File: src/rtl/qbt_pkg.sv
// ----------------------------------------------------------------------------
// qbt_pkg
// Shared types and constants for the quoted/bracketed line tokenizer.
// ----------------------------------------------------------------------------
package qbt_pkg;

   localparam int TOKEN_CHARS_DEF = 32;

   localparam logic [7:0] CH_SEMI   = 8'h3B;
   localparam logic [7:0] CH_QUOTE  = 8'h22;
   localparam logic [7:0] CH_LBRACK = 8'h5B;
   localparam logic [7:0] CH_RBRACK = 8'h5D;

   typedef enum logic [2:0] {
      LM_NORMAL  = 3'd0,
      LM_QUOTED  = 3'd1,
      LM_QPEND   = 3'd2,
      LM_BRACKET = 3'd3,
      LM_COMMENT = 3'd4
   } lex_mode_type;

   typedef enum logic [2:0] {
      RP_IDLE,
      RP_OPEN,
      RP_BODY,
      RP_CLOSE,
      RP_EMPTY
   } replay_state_type;

   typedef struct packed {
      logic [7:0] char_in;
      logic       line_end;
   } req_type;

   typedef struct packed {
      logic [7:0] char_out;
      logic       char_valid;
      logic       token_last;
      logic       overflowed;
   } rsp_type;

   // token hand-off from the lexer to the replay sequencer
   typedef struct packed {
      logic start;
      logic bracketed;
      logic allow_empty;
      logic overflow;
   } launch_type;

   // one result slot in flight through the buffer read
   typedef struct packed {
      logic       from_mem;
      logic [7:0] ch;
      logic       valid;
      logic       last;
      logic       ovf;
   } slot_type;

endpackage

File: src/rtl/quoted_bracket_tokenizer.sv
// ----------------------------------------------------------------------------
// quoted_bracket_tokenizer
// Line tokenizer with quoted spans, bracketed spans and comments.
// ----------------------------------------------------------------------------
// While a token is being collected the block takes one byte per cycle and
// writes it into a TOKEN_CHARS-entry buffer memory. When a token finishes
// (whitespace, closing bracket, the byte after a closing quote, or end of
// line), the input stalls and the token is read back out of that memory
// through its registered read port, one result per cycle while the result
// queue has room, plus one result each for the brackets of a bracketed
// token. A byte that finishes a token and also starts the next one is held
// and written to the buffer once the replay is done. Results sit in a
// two-entry queue, so the next bytes are taken while the last results
// still wait. Reset is synchronous.
// ----------------------------------------------------------------------------
module quoted_bracket_tokenizer #(
   parameter int TOKEN_CHARS = qbt_pkg::TOKEN_CHARS_DEF
) (
   input  logic             clock,
   input  logic             reset,
   input  logic             req_valid,
   output logic             req_stall,
   input  qbt_pkg::req_type req_data,
   output logic             rsp_valid,
   input  logic             rsp_stall,
   output qbt_pkg::rsp_type rsp_data
);
   import qbt_pkg::*;

   localparam int LEN_W = $clog2(TOKEN_CHARS+1);
   localparam int IDX_W = $clog2(TOKEN_CHARS);

   lex_mode_type     mode_ff, mode_in;
   logic [LEN_W-1:0] len_ff, len_in;
   logic             ovf_ff, ovf_in;
   logic             wpend_ff, wpend_in;
   logic [7:0]       wchar_ff, wchar_in;

   logic             acc;
   logic [7:0]       c;
   logic             do_emit, emit_br, emit_allow, do_app;
   logic [7:0]       app_ch;
   logic [LEN_W-1:0] base_len;
   logic             base_ovf;
   logic             fits;

   launch_type       launch;
   logic             busy;
   logic             wr_en;
   logic [IDX_W-1:0] wr_addr;
   logic [7:0]       wr_data;
   logic             rd_en;
   logic [IDX_W-1:0] rd_addr;
   logic [7:0]       rd_data;

   function automatic logic is_space(input logic [7:0] ch);
      return (ch == 8'h20) || ((ch >= 8'h09) && (ch <= 8'h0D));
   endfunction

   function automatic lex_mode_type from_normal(input logic [7:0] ch);
      lex_mode_type m;
      m = LM_NORMAL;
      if (ch == CH_SEMI) begin
         m = LM_COMMENT;
      end else if (ch == CH_QUOTE) begin
         m = LM_QUOTED;
      end else if (ch == CH_LBRACK) begin
         m = LM_BRACKET;
      end
      return m;
   endfunction

   assign acc       = req_valid && !req_stall;
   assign c         = req_data.char_in;
   assign req_stall = busy || wpend_ff;

   // next mode
   always_comb begin
      mode_in = mode_ff;
      if (acc) begin
         if (req_data.line_end) begin
            mode_in = LM_NORMAL;
         end else begin
            case (mode_ff)
               LM_QUOTED:  mode_in = (c == CH_QUOTE) ? LM_QPEND : LM_QUOTED;
               LM_QPEND:   mode_in = (c == CH_QUOTE) ? LM_QUOTED : from_normal(c);
               LM_BRACKET: mode_in = (c == CH_RBRACK) ? LM_NORMAL : LM_BRACKET;
               LM_COMMENT: mode_in = LM_COMMENT;
               default:    mode_in = from_normal(c);
            endcase
         end
      end
   end

   // actions for the byte at hand
   always_comb begin
      do_emit    = 1'b0;
      emit_br    = 1'b0;
      emit_allow = 1'b0;
      do_app     = 1'b0;
      app_ch     = c;
      if (req_data.line_end) begin
         do_emit    = 1'b1;
         emit_allow = (mode_ff == LM_QPEND);
      end else begin
         case (mode_ff)
            LM_QUOTED: begin
               do_app = (c != CH_QUOTE);
            end
            LM_QPEND: begin
               if (c == CH_QUOTE) begin
                  do_app = 1'b1;
                  app_ch = CH_QUOTE;
               end else begin
                  // close the quoted token, then treat the byte as unquoted
                  do_emit    = 1'b1;
                  emit_allow = 1'b1;
                  do_app     = (c != CH_SEMI) && !is_space(c) && (c != CH_LBRACK);
               end
            end
            LM_BRACKET: begin
               if (c == CH_RBRACK) begin
                  do_emit = 1'b1;
                  emit_br = 1'b1;
               end else begin
                  do_app = 1'b1;
               end
            end
            LM_COMMENT: ;
            default: begin
               if (is_space(c)) begin
                  do_emit = (len_ff != '0);
               end else begin
                  do_app = (c != CH_SEMI) && (c != CH_QUOTE) && (c != CH_LBRACK);
               end
            end
         endcase
      end
   end

   assign base_len = do_emit ? '0 : len_ff;
   assign base_ovf = do_emit ? 1'b0 : ovf_ff;
   assign fits     = base_len < LEN_W'(TOKEN_CHARS);

   always_comb begin
      len_in   = len_ff;
      ovf_in   = ovf_ff;
      wpend_in = wpend_ff;
      wchar_in = wchar_ff;
      if (acc) begin
         len_in = base_len;
         ovf_in = base_ovf;
         if (do_app) begin
            if (fits) begin
               len_in = base_len + LEN_W'(1);
            end else begin
               ovf_in = 1'b1;
            end
         end
         // a byte that follows an emitted token waits until the replay is done
         if (do_app && do_emit) begin
            wpend_in = 1'b1;
            wchar_in = app_ch;
         end
      end else if (wpend_ff && !busy) begin
         wpend_in = 1'b0;
      end
   end

   always_comb begin
      launch.start       = acc && do_emit && (emit_br || emit_allow || (len_ff != '0));
      launch.bracketed   = emit_br;
      launch.allow_empty = emit_allow;
      launch.overflow    = ovf_ff;
   end

   always_comb begin
      if (wpend_ff) begin
         wr_en   = !busy;
         wr_addr = '0;
         wr_data = wchar_ff;
      end else begin
         wr_en   = acc && do_app && !do_emit && fits;
         wr_addr = base_len[IDX_W-1:0];
         wr_data = app_ch;
      end
   end

   always_ff @(posedge clock) begin
      if (reset) begin
         mode_ff  <= LM_NORMAL;
         len_ff   <= '0;
         ovf_ff   <= 1'b0;
         wpend_ff <= 1'b0;
      end else begin
         mode_ff  <= mode_in;
         len_ff   <= len_in;
         ovf_ff   <= ovf_in;
         wpend_ff <= wpend_in;
      end
   end

   always_ff @(posedge clock) begin
      wchar_ff <= wchar_in;
   end

   qbt_tokbuf #(
      .DEPTH (TOKEN_CHARS),
      .IDX_W (IDX_W)
   ) u_tokbuf (
      .clock   (clock),
      .wr_en   (wr_en),
      .wr_addr (wr_addr),
      .wr_data (wr_data),
      .rd_en   (rd_en),
      .rd_addr (rd_addr),
      .rd_data (rd_data)
   );

   qbt_replay #(
      .TOKEN_CHARS (TOKEN_CHARS)
   ) u_replay (
      .clock      (clock),
      .reset      (reset),
      .launch     (launch),
      .launch_len (len_ff),
      .rd_en      (rd_en),
      .rd_addr    (rd_addr),
      .rd_data    (rd_data),
      .busy       (busy),
      .rsp_valid  (rsp_valid),
      .rsp_stall  (rsp_stall),
      .rsp_data   (rsp_data)
   );

   a_pend_len_one: assert property (@(posedge clock) disable iff (reset)
      wpend_ff |-> (len_ff == LEN_W'(1)))
      else $error("deferred byte without length one");

   a_launch_clears_len: assert property (@(posedge clock) disable iff (reset)
      launch.start |=> (len_ff <= LEN_W'(1)) && !ovf_ff)
      else $error("token state not cleared on launch");

endmodule

File: src/rtl/qbt_tokbuf.sv
// ----------------------------------------------------------------------------
// qbt_tokbuf
// Token character buffer: one write port, one read port, registered read.
// ----------------------------------------------------------------------------
module qbt_tokbuf #(
   parameter int DEPTH = 32,
   parameter int IDX_W = 5
) (
   input  logic             clock,
   input  logic             wr_en,
   input  logic [IDX_W-1:0] wr_addr,
   input  logic [7:0]       wr_data,
   input  logic             rd_en,
   input  logic [IDX_W-1:0] rd_addr,
   output logic [7:0]       rd_data
);

   logic [7:0] mem [DEPTH];
   logic [7:0] rd_data_ff;

   always_ff @(posedge clock) begin
      if (wr_en) begin
         mem[wr_addr] <= wr_data;
      end
   end

   always_ff @(posedge clock) begin
      if (rd_en) begin
         rd_data_ff <= mem[rd_addr];
      end
   end

   assign rd_data = rd_data_ff;

endmodule

File: src/rtl/qbt_replay.sv
// ----------------------------------------------------------------------------
// qbt_replay
// Replays a finished token from the buffer into a two-entry result queue.
// ----------------------------------------------------------------------------
module qbt_replay #(
   parameter int TOKEN_CHARS = 32
) (
   input  logic                                     clock,
   input  logic                                     reset,
   input  qbt_pkg::launch_type                      launch,
   input  logic [$clog2(TOKEN_CHARS+1)-1:0]         launch_len,
   output logic                                     rd_en,
   output logic [$clog2(TOKEN_CHARS)-1:0]           rd_addr,
   input  logic [7:0]                               rd_data,
   output logic                                     busy,
   output logic                                     rsp_valid,
   input  logic                                     rsp_stall,
   output qbt_pkg::rsp_type                         rsp_data
);
   import qbt_pkg::*;

   localparam int LEN_W = $clog2(TOKEN_CHARS+1);
   localparam int IDX_W = $clog2(TOKEN_CHARS);

   replay_state_type state_ff, state_in;
   logic [IDX_W-1:0] idx_ff, idx_in;
   logic [LEN_W-1:0] len_ff, len_in;
   logic             bracket_ff, bracket_in;
   logic             ovf_ff, ovf_in;

   logic             inflight_ff;
   slot_type         slot_ff;
   slot_type         slot;
   logic             issue;
   logic             room;
   logic             body_end;

   rsp_type          fifo_ff [2];
   logic             wr_ptr_ff, rd_ptr_ff;
   logic [1:0]       count_ff, count_in;
   logic             push, pop;
   rsp_type          push_data;

   assign pop  = (count_ff != 2'd0) && !rsp_stall;
   assign push = inflight_ff;

   // queue slots plus the read in flight may not exceed two after this pop
   assign room = ((count_ff + 2'(inflight_ff)) < 2'd2) ||
                 (((count_ff + 2'(inflight_ff)) == 2'd2) && pop);

   assign body_end = (LEN_W'(idx_ff) + LEN_W'(1)) == len_ff;

   // next state
   always_comb begin
      state_in = state_ff;
      case (state_ff)
         RP_IDLE: begin
            if (launch.start) begin
               if (launch.bracketed) begin
                  state_in = RP_OPEN;
               end else if (launch_len != '0) begin
                  state_in = RP_BODY;
               end else if (launch.allow_empty) begin
                  state_in = RP_EMPTY;
               end
            end
         end
         RP_OPEN: begin
            if (issue) begin
               state_in = (len_ff != '0) ? RP_BODY : RP_CLOSE;
            end
         end
         RP_BODY: begin
            if (issue && body_end) begin
               state_in = bracket_ff ? RP_CLOSE : RP_IDLE;
            end
         end
         RP_CLOSE, RP_EMPTY: begin
            if (issue) begin
               state_in = RP_IDLE;
            end
         end
         default: state_in = RP_IDLE;
      endcase
   end

   // outputs
   always_comb begin
      issue         = (state_ff != RP_IDLE) && room;
      slot.from_mem = 1'b0;
      slot.ch       = 8'h00;
      slot.valid    = 1'b1;
      slot.last     = 1'b0;
      slot.ovf      = ovf_ff;
      case (state_ff)
         RP_OPEN: begin
            slot.ch = CH_LBRACK;
         end
         RP_BODY: begin
            slot.from_mem = 1'b1;
            slot.last     = !bracket_ff && body_end;
         end
         RP_CLOSE: begin
            slot.ch   = CH_RBRACK;
            slot.last = 1'b1;
         end
         RP_EMPTY: begin
            slot.valid = 1'b0;
            slot.last  = 1'b1;
         end
         default: ;
      endcase
   end

   assign rd_en   = issue && (state_ff == RP_BODY);
   assign rd_addr = idx_ff;
   assign busy    = (state_ff != RP_IDLE);

   always_comb begin
      idx_in     = idx_ff;
      len_in     = len_ff;
      bracket_in = bracket_ff;
      ovf_in     = ovf_ff;
      if (state_ff == RP_IDLE && launch.start) begin
         idx_in     = '0;
         len_in     = launch_len;
         bracket_in = launch.bracketed;
         ovf_in     = launch.overflow;
      end else if (rd_en) begin
         idx_in = idx_ff + IDX_W'(1);
      end
   end

   always_ff @(posedge clock) begin
      if (reset) begin
         state_ff    <= RP_IDLE;
         inflight_ff <= 1'b0;
      end else begin
         state_ff    <= state_in;
         inflight_ff <= issue;
      end
   end

   always_ff @(posedge clock) begin
      idx_ff     <= idx_in;
      len_ff     <= len_in;
      bracket_ff <= bracket_in;
      ovf_ff     <= ovf_in;
      slot_ff    <= slot;
   end

   // result queue
   always_comb begin
      push_data.char_out   = slot_ff.from_mem ? rd_data : slot_ff.ch;
      push_data.char_valid = slot_ff.valid;
      push_data.token_last = slot_ff.last;
      push_data.overflowed = slot_ff.ovf;
      count_in = count_ff + 2'(push) - 2'(pop);
   end

   always_ff @(posedge clock) begin
      if (reset) begin
         count_ff  <= 2'd0;
         wr_ptr_ff <= 1'b0;
         rd_ptr_ff <= 1'b0;
      end else begin
         count_ff <= count_in;
         if (push) begin
            wr_ptr_ff <= !wr_ptr_ff;
         end
         if (pop) begin
            rd_ptr_ff <= !rd_ptr_ff;
         end
      end
   end

   always_ff @(posedge clock) begin
      if (push) begin
         fifo_ff[wr_ptr_ff] <= push_data;
      end
   end

   assign rsp_valid = (count_ff != 2'd0);
   assign rsp_data  = fifo_ff[rd_ptr_ff];

   a_no_queue_overrun: assert property (@(posedge clock) disable iff (reset)
      !((count_ff == 2'd2) && inflight_ff))
      else $error("result queue overrun");

   a_empty_marker_last: assert property (@(posedge clock) disable iff (reset)
      rsp_valid && !rsp_data.char_valid |-> rsp_data.token_last)
      else $error("empty marker without token_last");

endmodule

File: config.mk
export PLATFORM = sky130hd
export DESIGN_NAME = quoted_bracket_tokenizer
export DESIGN_NICKNAME = d
export VERILOG_FILES = /design/src/rtl/qbt_pkg.sv /design/src/rtl/quoted_bracket_tokenizer.sv /design/src/rtl/qbt_tokbuf.sv /design/src/rtl/qbt_replay.sv
export SDC_FILE = /design/constraint.sdc
export NUM_CORES = 1
export LEC_CHECK = 0
export BUFFER_PORTS_ARGS = -buffer_cell sky130_fd_sc_hd__buf_2
export CORE_ASPECT_RATIO = 0.7
export CORE_MARGIN = 4
export CORE_UTILIZATION = 55
export CTS_CLUSTER_SIZE = 10
export DETAILED_ROUTE_END_ITERATION = 10
export PLACE_DENSITY_LB_ADDON = 0.08
export SYNTH_ARGS = -nofsm -noshare
export SYNTH_HDL_FRONTEND = slang
export SYNTH_SLANG_ARGS = --single-unit
File: constraint.sdc
create_clock -name clock -period 3.5 [get_ports clock]
set_clock_uncertainty 0.15 [all_clocks]
set_input_delay 0.525 -clock clock [delete_from_list [all_inputs] [get_ports clock]]
set_output_delay 0.525 -clock clock [all_outputs]
set_load 0.02 [all_outputs]
### Word-level counts from Yosys, hierarchy flattened

Memory sizes are Yosys's and may differ from the RTL's. A register that Yosys moved wholly into a read port is not among the register bits.
Index checks and enable logic that the tools add are counted.

| storage, ports and cells | value |
|---|---|
| register bits | 51 |
| latch bits | 0 |
| RAM bits | 278 |
| bits in read-only memories | 0 |
| output and inout bits | 13 |
| word-level logic and storage cells | 157 |
| memories kept | 2 |

| cells by class | value |
|---|---|
| add/subtract/negate cells | 5 |
| multipliers | 0 |
| divide/modulo/power cells | 0 |
| order comparisons | 4 |
| equal/unequal tests | 24 |
| shift operators | 0 |
| muxes and demuxes | 59 |
| bitwise logic cells | 0 |
| reductions and logical operators | 44 |

Memory list:

| memory | words | bits a word | read ports | clocked after memory_dff | write ports | line | RTL |
|---|---|---|---|---|---|---|---|
| u_tokbuf.mem | 32 | 8 | 1 | 1 | 1 | qbt_tokbuf.sv:18 | `logic [7:0] mem [DEPTH];` |
| u_replay.fifo_ff | 2 | 11 | 1 | 1 | 1 | qbt_replay.sv:38 | `rsp_type fifo_ff [2];` |

Operators with widths:

| kind | count |
|---|---|
| $mux W8 | 5 |
| $mux W3 | 11 |
| $mux W1 | 28 |
| $eq A8 B6 Y1 const B | 3 |
| $pmux W3 S4 | 2 |
| $logic_and A1 B1 Y1 | 20 |
| $mux W6 | 3 |
| $eq A8 B7 Y1 const B | 2 |
| $ne A8 B6 Y1 const B | 2 |
| $pmux W7 S2 | 1 |
| $eq A3 B2 Y1 const B | 4 |
| $reduce_bool A6 Y1 | 2 |
| $mux W2 | 5 |
| $ne A2 B1 Y1 const B | 5 |
| $ge A8 B4 Y1 const B | 1 |
| $le A8 B4 Y1 const B | 1 |
| $logic_not A1 Y1 | 8 |
| $ne A8 B7 Y1 const B | 1 |
| $add A5 B1 Y6 const B | 1 |
| $add A6 B1 Y6 const B | 1 |
| $eq A3 B1 Y1 const B | 2 |
| $eq A3 B3 Y1 const B | 2 |
| $eq A6 B6 Y1 | 1 |
| $lt A6 B6 Y1 const B | 1 |
| other kinds (17) | 24 |

### Depth between registers and ports, before layout

Gate-level depths: netlist of the first run.

| depth | value |
|---|---|
| depth after elaboration | 15 |
| mapped depth | 12 |
| mapped depth without buffers | 11 |

### Hierarchy

From an unflattened synthesis of the first run, not the netlist that was laid out.

| unflattened totals | value |
|---|---|
| cells, all modules | 758 |
| area, all modules | 13681.9 µm² |

By module, submodules not included:

| module | instances | cells an instance | area each (µm²) |
|---|---|---|---|
| qbt_tokbuf | 1 | 417 | 10133.5 |
| qbt_replay | 1 | 178 | 2188.3 |
| quoted_bracket_tokenizer | 1 | 163 | 1360.1 |

### Worst setup path before layout of the first run

No wires, ideal clock.

| path | value |
|---|---|
| path type | input -> register |
| from | in req_data[6] in the netlist's numbering |
| to | mem u_tokbuf.mem[0][0], enable pin |
| data arrival time | 2.703 ns |
| path slack | 0.259 ns |
| stages | 7 |
| buffers on the path | 1 |
| path through | buf_4 > or4b_1 > a21oi_2 > o21ai_2 > o311ai_2 > nor3_1 > o32ai_1 |

| between the ends | value |
|---|---|
| word-level cells in the longest chain between the ends | 15 |
| elaborated cells between the ends (all ways) | 35 |
| classes of those cells | order compare: 3; eq/ne: 6; mux: 15; reduce/logical: 11 |

RTL lines:

| item | line | RTL |
|---|---|---|
| start: declaration | quoted_bracket_tokenizer.sv:23 | `input qbt_pkg::req_type req_data,` |
| branches (longest 15 deep; another with $ge A8 B4 Y1) | n/a |  |
| end: declaration | qbt_tokbuf.sv:18 |  |

Parallel ways; which one is timed is not known.

### Worst setup path in the final report of the first run

| path | value |
|---|---|
| from | reg len_ff[2] |
| to | mem u_tokbuf.mem[8][1], enable pin |

| between the ends | value |
|---|---|
| word-level cells in the longest chain between the ends | 10 |
| elaborated cells between the ends (all ways) | 13 |
| classes of those cells | order compare: 1; mux: 8; reduce/logical: 4 |

RTL lines:

| item | line | RTL |
|---|---|---|
| start: declaration | quoted_bracket_tokenizer.sv:34 | `logic [LEN_W-1:0] len_ff, len_in;` |
| start signal: assignment | quoted_bracket_tokenizer.sv:197 | `len_ff <= len_in;` |
| $reduce_bool A6 Y1 | quoted_bracket_tokenizer.sv:132 | `do_emit = (len_ff != '0);` |
| $mux W1 | quoted_bracket_tokenizer.sv:131 | `if (is_space(c)) begin` |
| $pmux W1 S3 | quoted_bracket_tokenizer.sv:106 | `case (mode_ff)` |
| $mux W1 | quoted_bracket_tokenizer.sv:102 | `if (req_data.line_end) begin` |
| $mux W6 / $logic_not A1 Y1 (equally long branches) | quoted_bracket_tokenizer.sv:141, quoted_bracket_tokenizer.sv:183 |  |
| $lt A6 B6 Y1 / $logic_and A1 B1 Y1 (equally long branches) | quoted_bracket_tokenizer.sv:143, quoted_bracket_tokenizer.sv:183 |  |
| $logic_and A1 B1 Y1 | quoted_bracket_tokenizer.sv:183 | `wr_en = acc && do_app && !do_emit && fits;` |
| $mux W1 | quoted_bracket_tokenizer.sv:178 | `if (wpend_ff) begin` |
| $mux W1 | qbt_tokbuf.sv:22 | `if (wr_en) begin` |
| $mux W1 (not written as such) | qbt_tokbuf.sv:23 | `mem[wr_addr] <= wr_data;` |

Several ways; a longest one is shown, not always the timed one.

==> Implementation_results.wiki, run 1 <==
{| class="wikitable"
! Metric !! Value
|-
| Run status || finished clean
|-
| Number of filler instances in the final layout || ~1.6k
|-
| Total global routing overflow || 0
|-
| Max Cap Violations || 0
|-
| Number of buffers between clock root and the deepest sink || 3
|-
| TritonCTS Buffers || 39
|-
| RSZ-0062 raised after global routing || no
|-
| Number of flops mapped to enable cells by yosys || approximately 300
|-
| Core utilization of the finished layout || between 60% and 70%
|-
| Cells after Synth || between 700 and 800
|-
| Largest area contributor in the netlist || sky130_fd_sc_hd__edfxtp_1
|-
| Post-route antenna net violation count || 0
|-
| Global-route total usage across every layer || 22.2%
|-
| Initial antenna violation count || 0
|-
| IO buf count || 25
|-
| Num Clock Sinks || approximately 330
|-
| Final Cycle Share || between 90% and 100%
|-
| Final Hold Vio Count || 0
|-
| H-tree level count || 2
|-
| Synthesized cell area || around 0.014 sq mm
|-
| Largest cells by area after synthesis || sky130_fd_sc_hd__edfxtp_1 (67%), sky130_fd_sc_hd__mux4_2 (13%), sky130_fd_sc_hd__dfxtp_1 (4.7%), sky130_fd_sc_hd__mux2_2 (2.3%), sky130_fd_sc_hd__nor2_1 (1.6%)
|-
| Final estimated routing congestion in global placement || approximately 0.82
|-
| Ys Warns || 0
|-
| Adder-Cell Fraction of Synth Area || less than 1%
|-
| Async SR Flop Fraction || 0%
|-
| Clock tree root driver cell || sky130_fd_sc_hd__clkbuf_16
|-
| Share of synthesized cell area in and, or, nand and nor gates || roughly 6.5%
|-
| Area added between synthesis and finish || 13.9%
|-
| Per-cell via count in the routed design || between 6 and 7
|-
| Fin Setup TNS || 0 ns
|-
| Number of storage elements in the synthesis netlist || 334
|-
| Worst-Margin Slew || 1.20 ns
|-
| Worst endpoint required time || between 3 and 4 ns
|-
| VDD IR max || between 0.3 and 0.4 mV
|-
| Arrival time of the worst setup path || 3.14 ns
|-
| Global-route wire length before repair || 45.7 mm
|-
| Floorplan row count || between 40 and 50
|-
| Mean Syn Cell Area || roughly 18 sq um
|-
| Clock transition at the register clock pins on the worst setup and hold paths after CTS || ~0.060 ns
|-
| Net count after synthesis || 765
|-
| Startpoint types || flop
|-
| Static leakage power || slightly below 5 nW
|-
| Fraction of final layout cells with drive strength greater than 1 || 29.1%
|-
| Core area || 0.0239 sq mm
|-
| Multi-input gate area || between 0.003 and 0.004 sq mm
|-
| Total routed wirelength || approximately 30 mm
|-
| I/O pin total || 26
|-
| Synthesized-area fraction occupied by ao, oa, aoi and oai cells || between 3 and 4%
|-
| Area used by sequential logic in the layout || slightly below 0.01 sq mm
|-
| Die area || around 0.027 sq mm
|-
| Source-to-sink clock delay at the later pin of the worst-skew pair || just over 0.5 ns
|-
| Cell area reported after detailed placement || approximately 0.014 sq mm
|-
| Post-synthesis xor/xnor area fraction || less than 1%
|-
| Largest net degree at the start of global routing || 51
|-
| Proportion of synthesized area in mux cells || 15.8%
|-
| Post-CTS setup-driven buffer insertion count || 0
|-
| Final instance area || ~0.015 sq mm
|-
| Total power divided by cell area || just over 600 mW/mm^2
|-
| Number of nets at the end of the flow || 840
|-
| Final Slew Violations || 0
|-
| Via count of the first global-routing pass || 7180
|-
| Post-detailed-route DRC marker count || 0
|-
| DP Wirelength || between 15 and 20 mm
|-
| Routed len/inst || roughly 26 um
|-
| CTS tree || yes
|-
| Router iterations before antenna repair || 8
|-
| Dominant combinational cell family by area after synthesis || multiplexers
|-
| Crit Path Max Fanout || 8
|-
| Die span in x || around 200 um
|-
| Count of unique library cells instantiated by Yosys || 66
|-
| Initial Util || 56.6%
|-
| Top FF cell, synth || sky130_fd_sc_hd__edfxtp_1
|-
| Minimum clock period || between 3 and 4 ns
|-
| Portion of synthesized cell area occupied by the leading cell type || approximately 67%
|-
| Crit. End Element || flop
|-
| Finish-stage setup viols || 0
|-
| Die height || ~140 um
|-
| Relative max-transition margin || 19.5%
|-
| Hold Crit Class || input port to flop
|-
| Crit Path Class || flop to flop
|-
| Maximum achievable frequency || 316 MHz
|-
| Sequential-to-total area share from yosys stat || between 70% and 80%
|-
| Total vias in the final route || 7172
|-
| Drt initial violations || 762
|-
| Number of antenna repair diodes || 0
|}
-- Yosys cell counts, types with 6 or more instances --
cell type,n
sky130_fd_sc_hd__a21oi_1,7
sky130_fd_sc_hd__a31oi_1,8
sky130_fd_sc_hd__and2_1,8
sky130_fd_sc_hd__buf_2,7
sky130_fd_sc_hd__clkbuf_1,32
sky130_fd_sc_hd__dfxtp_1,32
sky130_fd_sc_hd__edfxtp_1,302
sky130_fd_sc_hd__inv_1,8
sky130_fd_sc_hd__mux2_2,28
sky130_fd_sc_hd__mux4_2,80
sky130_fd_sc_hd__nand2_1,32
sky130_fd_sc_hd__nand2b_1,6
sky130_fd_sc_hd__nand3_1,12
sky130_fd_sc_hd__nor2_1,59
sky130_fd_sc_hd__nor2b_1,7
sky130_fd_sc_hd__nor3_1,19
sky130_fd_sc_hd__o21ai_0,11
sky130_fd_sc_hd__xnor2_1,10
-- cell families (layout without fill, tap and decap cells) --
kind of cell / Yosys count / count (layout)
mux: 110 / 110
flops: 334 / 334
simple gates: 176 / 176
compound gates: 56 / 56
fa+ha+maj: 4 / 4
buf+inv: 54 / 144
xor+xnor: 14 / 14
-- timing repair --
action                                 in CTS  in global routing
gates resized for setup                     0                  1
hold buffers                                0                  0
setup endpoints to repair                   0                  8
endpoints found under the hold margin       0                  0
-- path summary, 6_finish.rpt --
kind | startpoint | to | slack [ns] | depth (start not counted)
worst min-delay path | req_data[3] | wchar_ff[2]$_DFFE_PP_ | 0.12 | 1
worst max-delay path | len_ff[2]$_SDFFE_PP0P_ | u_tokbuf.mem[8][1]$_DFFE_PP_ | 0.34 | 7
worst max register to register | len_ff[2]$_SDFFE_PP0P_ | u_tokbuf.mem[8][1]$_DFFE_PP_ | 0.34 | 7
worst min register to register | u_replay.ovf_ff$_DFFE_PP_ | u_replay.push_data[0]$_DFF_P_ | 0.20 | 0
-- registers in the layout, summed over array words and instances (netlist names), 4 cells and up, named ones only --
name	flops
len_ff	6
u_replay.fifo_ff	22
u_replay.len_ff	6
u_replay.rd_addr	5
u_replay.slot_ff	4
u_tokbuf.mem	256
u_tokbuf.rd_data	8
wchar_ff	8
-- area by class of cell --
type                    count  area share, %
multi-input cells         360           23.5
repair buffers             80           3.73
inverters                   8          0.195
clock inverters             1         0.0243
flip-flops and latches    334           63.0
clock buffers              55           6.99
well taps                 318           2.58
-- where the power goes --
group	switching [mW]	internal [mW]	total [mW]
logic	0.685	0.656	1.34
clock network	1.41	2.11	3.51
registers	0.0640	4.43	4.50
total	2.15	7.20	9.35
-- worst max-delay path: stages (launching register included) --
cell	delay [ns]
sky130_fd_sc_hd__dfxtp_1	0.39
sky130_fd_sc_hd__nor3_1	0.28
sky130_fd_sc_hd__and3b_1	0.35
sky130_fd_sc_hd__o311ai_2	0.18
sky130_fd_sc_hd__nor2_1	0.17
sky130_fd_sc_hd__nand3_1	0.12
sky130_fd_sc_hd__buf_4	0.19
sky130_fd_sc_hd__nor3_1	0.95
-- layer usage --
layer	GRT usage, %	vias up	routed length (um)
li1	-	3137	-
met1	37.2	3641	13600
met2	30.8	354	12800
met3	4.23	40	2910
met4	4.59	0	368
met5	0	-	0
-- per-stage QoR --
stage / cells / hold WS [ns] / total power [mW] / worst slack [ns]
final: 1156 / 0.124 / 9.35 / 0.337
after floorplan: 748 / 0.173 / 5.49 / 0.259
after global routing: 1156 / 0.106 / 9.70 / 0.0656
after global placement: 1100 / 0.179 / 5.90 / 0.0434
after detailed placement: 1100 / 0.184 / 5.92 / -0.0810
after CTS: 1156 / 0.112 / 9.43 / 0.175
-- layout by cell type, fill, tap and decap left out, drive strengths merged, types with 3 or more instances in the layout --
master / Yosys / final
nand4: 5 / 5
dfxtp: 32 / 32
nor3b: 5 / 5
buf: 13 / 80
edfxtp: 302 / 302
o21ai: 12 / 12
a211oi: 3 / 3
a22oi: 3 / 3
o211ai: 3 / 3
nand2b: 6 / 6
mux4: 80 / 80
nor3: 19 / 19
clkbuf: 32 / 55
xnor2: 10 / 10
nor2b: 7 / 7
nor2: 59 / 59
mux2: 28 / 28
and2: 9 / 9
nand2: 32 / 32
and3: 5 / 5
nand3: 12 / 12
xor2: 4 / 4
ha: 4 / 4
a21oi: 8 / 8
inv: 8 / 8
a31oi: 8 / 8
(Power assumes the default switching activity.)
==> inputs of run 2 (changes only) <==
--- a/config.mk
+++ b/config.mk
@@ -5,13 +5,14 @@
 export SDC_FILE = /design/constraint.sdc
 export NUM_CORES = 1
 export LEC_CHECK = 0
+export ABC_AREA = 1
 export BUFFER_PORTS_ARGS = -buffer_cell sky130_fd_sc_hd__buf_2
 export CORE_ASPECT_RATIO = 0.7
 export CORE_MARGIN = 4
 export CORE_UTILIZATION = 55
 export CTS_CLUSTER_SIZE = 10
 export DETAILED_ROUTE_END_ITERATION = 10
-export PLACE_DENSITY_LB_ADDON = 0.08
+export PLACE_DENSITY = 0.71
 export SYNTH_ARGS = -nofsm -noshare
 export SYNTH_HDL_FRONTEND = slang
 export SYNTH_SLANG_ARGS = --single-unit
==> run 2 against run 1 <==
  * Setup slack gained 0.36 ns
  * Largest cell class unchanged
  * Sequential share of layout area shrank 0.88 points
  * Flip-flop and latch count is the same
  * Core utilization shrank 1.2 points
  * Count of clock-buffer cells in the layout shrank 2
  * Register-to-register slack gained 0.36 ns
  * Sequential power is essentially flat
  * Combinational power grew 9%
  * Critical path depth shrank 1
  * Power grew 1.1%
  * Largest power group unchanged
  * Global-route usage grew 2.2 points
  * Via count grew 31%
==> Implementation_results.wiki, run 2 <==
{| class="wikitable"
! Metric !! Value
|-
| Run status || finished clean
|-
| RSZ-0062 raised after global routing || no
|-
| Num Clock Sinks || 334 (unchanged)
|-
| Clock group share of total power || 36.7% (-0.9 points)
|-
| Final estimated routing congestion in global placement || 0.889 (+8.7%)
|-
| Per-cell via count in the routed design || 6.01 (-3.1%)
|-
| Crit Path Max Fanout || 19 (+11)
|-
| Top FF cell, synth || sky130_fd_sc_hd__edfxtp_1
|-
| Hold Crit Class || input port to flop
|-
| Sequential-to-total area share from yosys stat || 69.8% (-1.9 points)
|-
| Internal power summed over all cells || 6.93 mW (-3.7%)
|-
| Net Switching || 2.53 mW (+17%)
|-
| Global-route wire length before repair || 52.2 mm (+14%)
|-
| Max Cap Violations || 0 (unchanged)
|-
| Largest regs || u_tokbuf.mem x256, u_replay.fifo_ff x22
|-
| Sequential Power Share || 47.9% (-0.2 points)
|-
| Static leakage power || 5.60 nW (+13%)
|-
| Core area || 0.0247 sq mm (+3.4%)
|-
| Portion of synthesized cell area occupied by the leading cell type || 65.2% (-1.8 points)
|-
| Crit. End Element || flop
|-
| Clock transition at the register clock pins on the worst setup and hold paths after CTS || 0.06 ns (about the same)
|-
| CTS tree || yes
|-
| Mean Syn Cell Area || 11.8 sq um (-35%)
|-
| Largest area contributor in the netlist || sky130_fd_sc_hd__edfxtp_1
|-
| Relative max-transition margin || 30.3% (+11 points)
|-
| Final Slew Violations || 0 (unchanged)
|-
| Clock tree root driver cell || sky130_fd_sc_hd__clkbuf_16
|-
| Leading cell types in the layout, fill and taps excluded || sky130_fd_sc_hd__edfxtp_1 (302), sky130_fd_sc_hd__nor2_1 (186), sky130_fd_sc_hd__nand2_1 (159)
|-
| Die area || 0.0279 sq mm (+2.6%)
|-
| Router iterations before antenna repair || 6 (-2)
|-
| Ys Warns || 0 (unchanged)
|-
| Die span in x || 198 um (+1.3%)
|-
| Resize count post-CTS || 0 (unchanged)
|-
| Slack of the critical path || 0.698 ns (+0.361 ns)
|-
| TritonCTS Buffers || 39 (unchanged)
|-
| Total vias in the final route || 9393 (+31%)
|-
| Number of nets at the end of the flow || 1240 (+48%)
|-
| Area added between synthesis and finish || 12.4%
|-
| Leading cell type in the layout, fill and taps excluded || sky130_fd_sc_hd__edfxtp_1
|-
| Core utilization of the finished layout || 63.2% (-1.2 points)
|-
| Largest net degree at the start of global routing || 57 (+12%)
|-
| H-tree level count || 2 (unchanged)
|-
| Total power divided by cell area || 605 mW/mm^2 (-0.26%)
|-
| Comb pwr share || 15.4% (+1.1 points)
|-
| Max FFs per register || 256 (unchanged)
|-
| Async SR Flop Fraction || 0% (unchanged)
|-
| Register bank with the most flops || u_tokbuf.mem
|-
| Number of storage elements in the synthesis netlist || 334 (unchanged)
|-
| Switching fraction of total power || 26.8% (+3.7 points)
|-
| Net count after synthesis || 1196 (+56%)
|-
| Number of buffers between clock root and the deepest sink || 3 (unchanged)
|-
| Via count of the first global-routing pass || 9032 (+26%)
|-
| Worst-Margin Slew || 1.04 ns (-0.157 ns)
|-
| Fin Setup TNS || 0 ns (unchanged)
|-
| Source-to-sink clock delay at the later pin of the worst-skew pair || 0.52 ns (about the same)
|-
| Largest cells by area after synthesis || sky130_fd_sc_hd__edfxtp_1 (65%), sky130_fd_sc_hd__nor2_1 (5.0%), sky130_fd_sc_hd__o21ai_0 (4.7%), sky130_fd_sc_hd__dfxtp_1 (4.6%), sky130_fd_sc_hd__nand2_1 (4.3%)
|-
| I/O pin total || 26 (unchanged)
|-
| IO buf count || 25 (unchanged)
|-
| Minimum clock period || 2.80 ns (-0.361 ns)
|-
| Cell with the most instances after synthesis || sky130_fd_sc_hd__edfxtp_1
|-
| Count of hold buffers inserted by post-cts repair || 0 (unchanged)
|-
| Number of filler instances in the final layout || 1890 (+18%)
|-
| Final Hold Vio Count || 0 (unchanged)
|-
| Post-route antenna net violation count || 0 (unchanged)
|-
| Routed len/inst || 21.6 um (-16%)
|-
| Most instantiated cells after synthesis || sky130_fd_sc_hd__edfxtp_1 (302), sky130_fd_sc_hd__nor2_1 (186), sky130_fd_sc_hd__nand2_1 (159)
|-
| Fraction of final layout cells with drive strength greater than 1 || 15.2% (-14 points)
|-
| Crit Path Class || flop to flop
|-
| Global-route total usage across every layer || 24.4% (+2.2 points)
|-
| Number of antenna repair diodes || 0 (unchanged)
|-
| Startpoint types || flop
|-
| Initial antenna violation count || 1 (+1)
|-
| Hold_ws || 0.0595 ns (-0.0650 ns)
|-
| Finish-stage setup viols || 0 (unchanged)
|-
| Worst endpoint required time || 3.61 ns (+0.14 ns)
|-
| Number of flops mapped to enable cells by yosys || 302 (unchanged)
|-
| Count of unique library cells instantiated by Yosys || 45 (-32%)
|-
| Drt initial violations || 1281 (+68%)
|-
| Total routed wirelength || 33.7 mm (+14%)
|-
| Die height || 141 um (+1.3%)
|-
| Final Cycle Share || 80.1% (-10 points)
|-
| Post-CTS setup-driven buffer insertion count || 0 (unchanged)
|-
| Maximum achievable frequency || 357 MHz (+13%)
|-
| Total global routing overflow || 0 (unchanged)
|-
| Post-detailed-route DRC marker count || 0 (unchanged)
|-
| VDD IR max || 0.462 mV (+19%)
|-
| Floorplan row count || 48 (+2.1%)
|-
| Setup WS pre-CTS || 0.441 ns (+0.522 ns)
|-
| Initial Util || 56.2% (-0.37 points)
|-
| Synthesized cell area || 0.0139 sq mm (+2.7%)
|-
| Cells after Synth || 1179 (+58%)
|-
| DP Wirelength || 21.3 mm (+12%)
|-
| Arrival time of the worst setup path || 2.91 ns (-0.23 ns)
|}
-- run 2: changes by cell type in the layout (fill, tap and decap cells not counted), moves of 32 or more --
| cell | before | now |
|---|---|---|
| sky130_fd_sc_hd__o22ai_1 | 1 | 55 |
| sky130_fd_sc_hd__mux4_2 | 80 | 0 |
| sky130_fd_sc_hd__nor2_1 | 59 | 186 |
| sky130_fd_sc_hd__o221ai_1 | 0 | 32 |
| sky130_fd_sc_hd__inv_1 | 8 | 55 |
| sky130_fd_sc_hd__nand2_1 | 32 | 159 |
| sky130_fd_sc_hd__o21ai_0 | 10 | 124 |
-- run 2: cell type report --
class | count | area (sq um) | share of cell area, %
clock buffers | 53 | 1030 | 6.58
clock inverters | 2 | 17.5 | 0.112
inverters | 67 | 254 | 1.62
multi-input cells | 713 | 3730 | 23.9
flip-flops and latches | 334 | 9710 | 62.1
well taps | 325 | 407 | 2.60
repair buffers | 68 | 485 | 3.10
-- run 2: kinds of logic (layout without fill, tap and decap cells) --
kind of cell	after synthesis	in the layout	share of synthesized area, %
xor gates and xnor gates	7	7	0.441
AOI/OAI and AO/OA	267	267	11.2
and+or+nand+nor	424	424	13.5
buffers and inverters	132	190	3.72
muxes	11	11	0.891
adders and majority gates	4	4	0.360
DFF	334	334	69.8
-- run 2: worst max-delay path, cell delays in order, from the launching register on --
cell and delay [ns]:
sky130_fd_sc_hd__dfxtp_1 0.73, sky130_fd_sc_hd__buf_4 0.37, sky130_fd_sc_hd__nand2_1 0.34, sky130_fd_sc_hd__o221ai_1 0.33
sky130_fd_sc_hd__o221ai_1 0.30, sky130_fd_sc_hd__nand3_1 0.23, sky130_fd_sc_hd__nand2_1 0.09
-- run 2: final timing paths --
path / depth (start not counted) / to / slack, ns / from
max reg2reg: 6 / u_tokbuf.rd_data[6]$_DFFE_PP_ / 0.70 / u_replay.rd_addr[1]$_SDFFE_PP0P_
max: 6 / u_tokbuf.rd_data[6]$_DFFE_PP_ / 0.70 / u_replay.rd_addr[1]$_SDFFE_PP0P_
min: 1 / wchar_ff[6]$_DFFE_PP_ / 0.06 / req_data[7]
min reg2reg: 0 / u_replay.fifo_ff[0][2]$_DFFE_PP_ / 0.28 / u_replay.push_data[2]$_DFF_P_
-- run 2: per-stage QoR --
step | instance area (sq um) | total power [mW] | cells
4_1_cts | 15600 | 9.48 | 1562
3_5_place_dp | 14600 | 6.03 | 1507
2_1_floorplan | 13900 | 5.54 | 1179
6_report | 15600 | 9.46 | 1562
5_1_grt | 15600 | 9.85 | 1562
3_3_place_gp | 14600 | 6.02 | 1507
-- run 2: routing by layer --
layer,vias to the layer above,wire (um),global-route usage (%)
met5,-,13,0
met1,4542,15100,38.6
met2,484,13800,33.1
met3,63,4080,7.48
li1,4302,-,-
met4,2,631,6.01
-- run 2: power groups by stage --
stage / Sequential, mW / Clock [mW] / Combinational [mW]
after CTS: 4.53 / 3.52 / 1.43
after floorplan: 4.55 / 0 / 0.988
after global routing: 4.54 / 3.71 / 1.60
final: 4.53 / 3.47 / 1.46
after detailed placement: 4.61 / 0 / 1.42
after global placement: 4.61 / 0 / 1.41
==> inputs of run 3 (changes only) <==
--- a/config.mk
+++ b/config.mk
@@ -5,7 +5,7 @@
 export SDC_FILE = /design/constraint.sdc
 export NUM_CORES = 1
 export LEC_CHECK = 0
-export ABC_AREA = 1
+export ABC_AREA = 0
 export BUFFER_PORTS_ARGS = -buffer_cell sky130_fd_sc_hd__buf_2
 export CORE_ASPECT_RATIO = 0.7
 export CORE_MARGIN = 4
==> constraint.sdc (replaced) <==
create_clock -name clock -period 2.9 [get_ports clock]
set_clock_uncertainty 0.15 [all_clocks]
set_input_delay 0.435 -clock clock [delete_from_list [all_inputs] [get_ports clock]]
set_output_delay 0.435 -clock clock [all_outputs]
set_load 0.02 [all_outputs]
==> run 3 against run 2 <==
  * Flip-flop and latch count did not move
  * Core utilization rose by 3.0 points
  * Final area rose by 1.3%
  * Critical endpoint is now len_ff[4]$_SDFFE_PP0P_
==> Implementation_results.wiki, run 3 (synthesis gave the netlist of run 1 again) <==
{| class="wikitable"
! Metric !! Value
|-
| Final Slew Violations || 0 (unchanged)
|-
| Area added between synthesis and finish || 17.0%
|-
| Total power divided by cell area || 717 mW/mm^2 (+19%)
|-
| Clock transition at the register clock pins on the worst setup and hold paths after CTS || 0.06 ns (about the same)
|-
| Leading cell types in the layout, fill and taps excluded || sky130_fd_sc_hd__edfxtp_1 (302), sky130_fd_sc_hd__buf_4 (86), sky130_fd_sc_hd__mux4_2 (80)
|-
| Source-to-sink clock delay at the later pin of the worst-skew pair || 0.52 ns (about the same)
|-
| Largest regs || u_tokbuf.mem x256, u_replay.fifo_ff x22
|-
| Fraction of final layout cells with drive strength greater than 1 || 35.5% (+20 points)
|-
| Clock group share of total power || 37.4% (+0.7 points)
|-
| IO buf count || 25 (unchanged)
|-
| Post-route antenna net violation count || 0 (unchanged)
|-
| Die span in x || 196 um (-1.3%)
|-
| Maximum achievable frequency || 350 MHz (-1.8%)
|-
| Floorplan row count || 47 (-2.1%)
|-
| Register bank with the most flops || u_tokbuf.mem
|-
| Die height || 139 um (-1.2%)
|-
| Hold_ws || 0.0560 ns (-0.00342 ns)
|-
| Relative max-transition margin || 35.0% (+4.6 points)
|-
| Static leakage power || 5.17 nW (-7.8%)
|-
| RSZ-0062 raised after global routing || yes
|-
| Global-route total usage across every layer || 22.3% (-2.1 points)
|-
| Routed len/inst || 24.9 um (+15%)
|-
| Crit. End Element || flop
|-
| Final Cycle Share || 98.4% (+18 points)
|-
| Post-detailed-route DRC marker count || 0 (unchanged)
|-
| Crit Path Class || flop to flop
|-
| H-tree level count || 2 (unchanged)
|-
| Per-cell via count in the routed design || 6.26 (+4.1%)
|-
| Num Clock Sinks || 334 (unchanged)
|-
| Largest net degree at the start of global routing || 44 (-23%)
|-
| Hold Crit Class || input port to flop
|-
| Initial Util || 56.6% (+0.37 points)
|-
| Total routed wirelength || 29.8 mm (-12%)
|-
| Die area || 0.0272 sq mm (-2.5%)
|-
| Finish-stage setup viols || 0 (unchanged)
|-
| Global-route wire length before repair || 46.3 mm (-11%)
|-
| Comb pwr share || 14.8% (-0.6 points)
|-
| Initial antenna violation count || 0 (-1)
|-
| Core area || 0.0239 sq mm (-3.3%)
|-
| Switching fraction of total power || 23.4% (-3.3 points)
|-
| Startpoint types || flop
|-
| Number of nets at the end of the flow || 878 (-29%)
|-
| Worst-Margin Slew || 0.974 ns (-0.0676 ns)
|-
| Final estimated routing congestion in global placement || 0.927 (+4.4%)
|-
| Drt initial violations || 962 (-25%)
|-
| Number of filler instances in the final layout || 1547 (-18%)
|-
| Net Switching || 2.66 mW (+5.1%)
|-
| Inst Count DP || 1137 (-25%)
|-
| Number of buffers between clock root and the deepest sink || 3 (unchanged)
|-
| Run status || finished clean
|-
| Total global routing overflow || 0 (unchanged)
|-
| Max Cap Violations || 0 (unchanged)
|-
| Clock tree root driver cell || sky130_fd_sc_hd__clkbuf_16
|-
| I/O pin total || 26 (unchanged)
|-
| Final Hold Vio Count || 0 (unchanged)
|-
| Final Power || 11.4 mW (+20%)
|-
| Router iterations before antenna repair || 6 (unchanged)
|-
| Max FFs per register || 256 (unchanged)
|-
| Minimum clock period || 2.85 ns (+0.0525 ns)
|-
| Core utilization of the finished layout || 66.2% (+3.0 points)
|-
| Number of antenna repair diodes || 0 (unchanged)
|-
| Internal power summed over all cells || 8.70 mW (+26%)
|-
| Arrival time of the worst setup path || 3.15 ns (+0.24 ns)
|-
| DP Wirelength || 19.8 mm (-7.1%)
|-
| Sequential Power Share || 47.8% (about the same)
|-
| Crit Path Max Fanout || 7 (-12)
|-
| Via count of the first global-routing pass || 7478 (-17%)
|-
| TritonCTS Buffers || 39 (unchanged)
|-
| CTS tree || yes
|-
| Leading cell type in the layout, fill and taps excluded || sky130_fd_sc_hd__edfxtp_1
|-
| VDD IR max || 0.449 mV (-2.7%)
|-
| Total vias in the final route || 7495 (-20%)
|-
| Final Instance Count excl. Fillers || 1197 (-23%)
|-
| Worst endpoint required time || 3.19 ns (-0.42 ns)
|}
## run 3: through the flow
step                TNS [ns]  cell area [sq um]  worst slack, ns
floorplan              -6.41              13600           -0.114
global placement      -43.68              14600           -0.530
detailed placement    -54.48              14600           -0.671
CTS                  -0.0837              15800          -0.0355
global route          -0.666              15800          -0.0933
finish                     0              15800           0.0456
## run 3: final cells by class
cell class                      instances  area (sq um)  area share [%]
Multi-Input combinational cell        360          3720            23.5
Clock inverter                          4          32.5           0.205
Inverter                                8          30.0           0.190
Timing Repair Buffer                  118           892            5.63
Sequential cell                       334          9720            61.3
Tap cell                              318           398            2.51
Clock buffer                           55          1060            6.67
## run 3: final timing paths
path / startpoint / end / slack, ns / depth (start not counted)
worst max-delay path: len_ff[2]$_SDFFE_PP0P_ / len_ff[4]$_SDFFE_PP0P_ / 0.05 / 12
worst min-delay path: req_data[2] / wchar_ff[1]$_DFFE_PP_ / 0.06 / 1
worst max register to register: len_ff[2]$_SDFFE_PP0P_ / len_ff[4]$_SDFFE_PP0P_ / 0.05 / 12
worst min register to register: u_replay.ovf_ff$_DFFE_PP_ / u_replay.push_data[0]$_DFF_P_ / 0.19 / 0
## run 3: metal layers
layer | track usage, % | up-vias | share of wire (%)
met2 | 31.1 | 399 | 44
met3 | 5.07 | 57 | 10
met4 | 4.85 | 0 | 1.4
met1 | 36.5 | 3821 | 45
li1 | - | 3218 | -
met5 | 0 | - | 0
## run 3: power groups by stage
stage / clock network, mW / registers (mW) / logic, mW
floorplan: 0 / 5.46 / 1.16
global placement: 0 / 5.52 / 1.64
detailed placement: 0 / 5.53 / 1.67
CTS: 4.32 / 5.43 / 1.69
global route: 4.53 / 5.44 / 1.79
finish: 4.24 / 5.43 / 1.68
## run 3: critical path: stages (launching register included)
cell                      delay (ns)
sky130_fd_sc_hd__dfxtp_1        0.32
sky130_fd_sc_hd__nor3_2         0.19
sky130_fd_sc_hd__and3b_2        0.27
sky130_fd_sc_hd__buf_4          0.13
sky130_fd_sc_hd__o311a_4        0.22
sky130_fd_sc_hd__buf_4          0.16
sky130_fd_sc_hd__and2_1         0.15
sky130_fd_sc_hd__ha_1           0.18
sky130_fd_sc_hd__nand2_1        0.10
sky130_fd_sc_hd__nor3b_2        0.21
sky130_fd_sc_hd__nand3_1        0.11
sky130_fd_sc_hd__or4_1          0.41
sky130_fd_sc_hd__a31oi_1        0.17
## run 3: repair_timing
| item | CTS | global route |
|---|---|---|
| hold buffers | 1 | 0 |
| hold endpoints to repair | 1 | 0 |
| endpoints found under the setup margin | 96 | 171 |
| resized for setup | 11 | 22 |
| cloned | 0 | 0 |
| pin swaps | 0 | 2 |
| setup buffers | 0 | 0 |
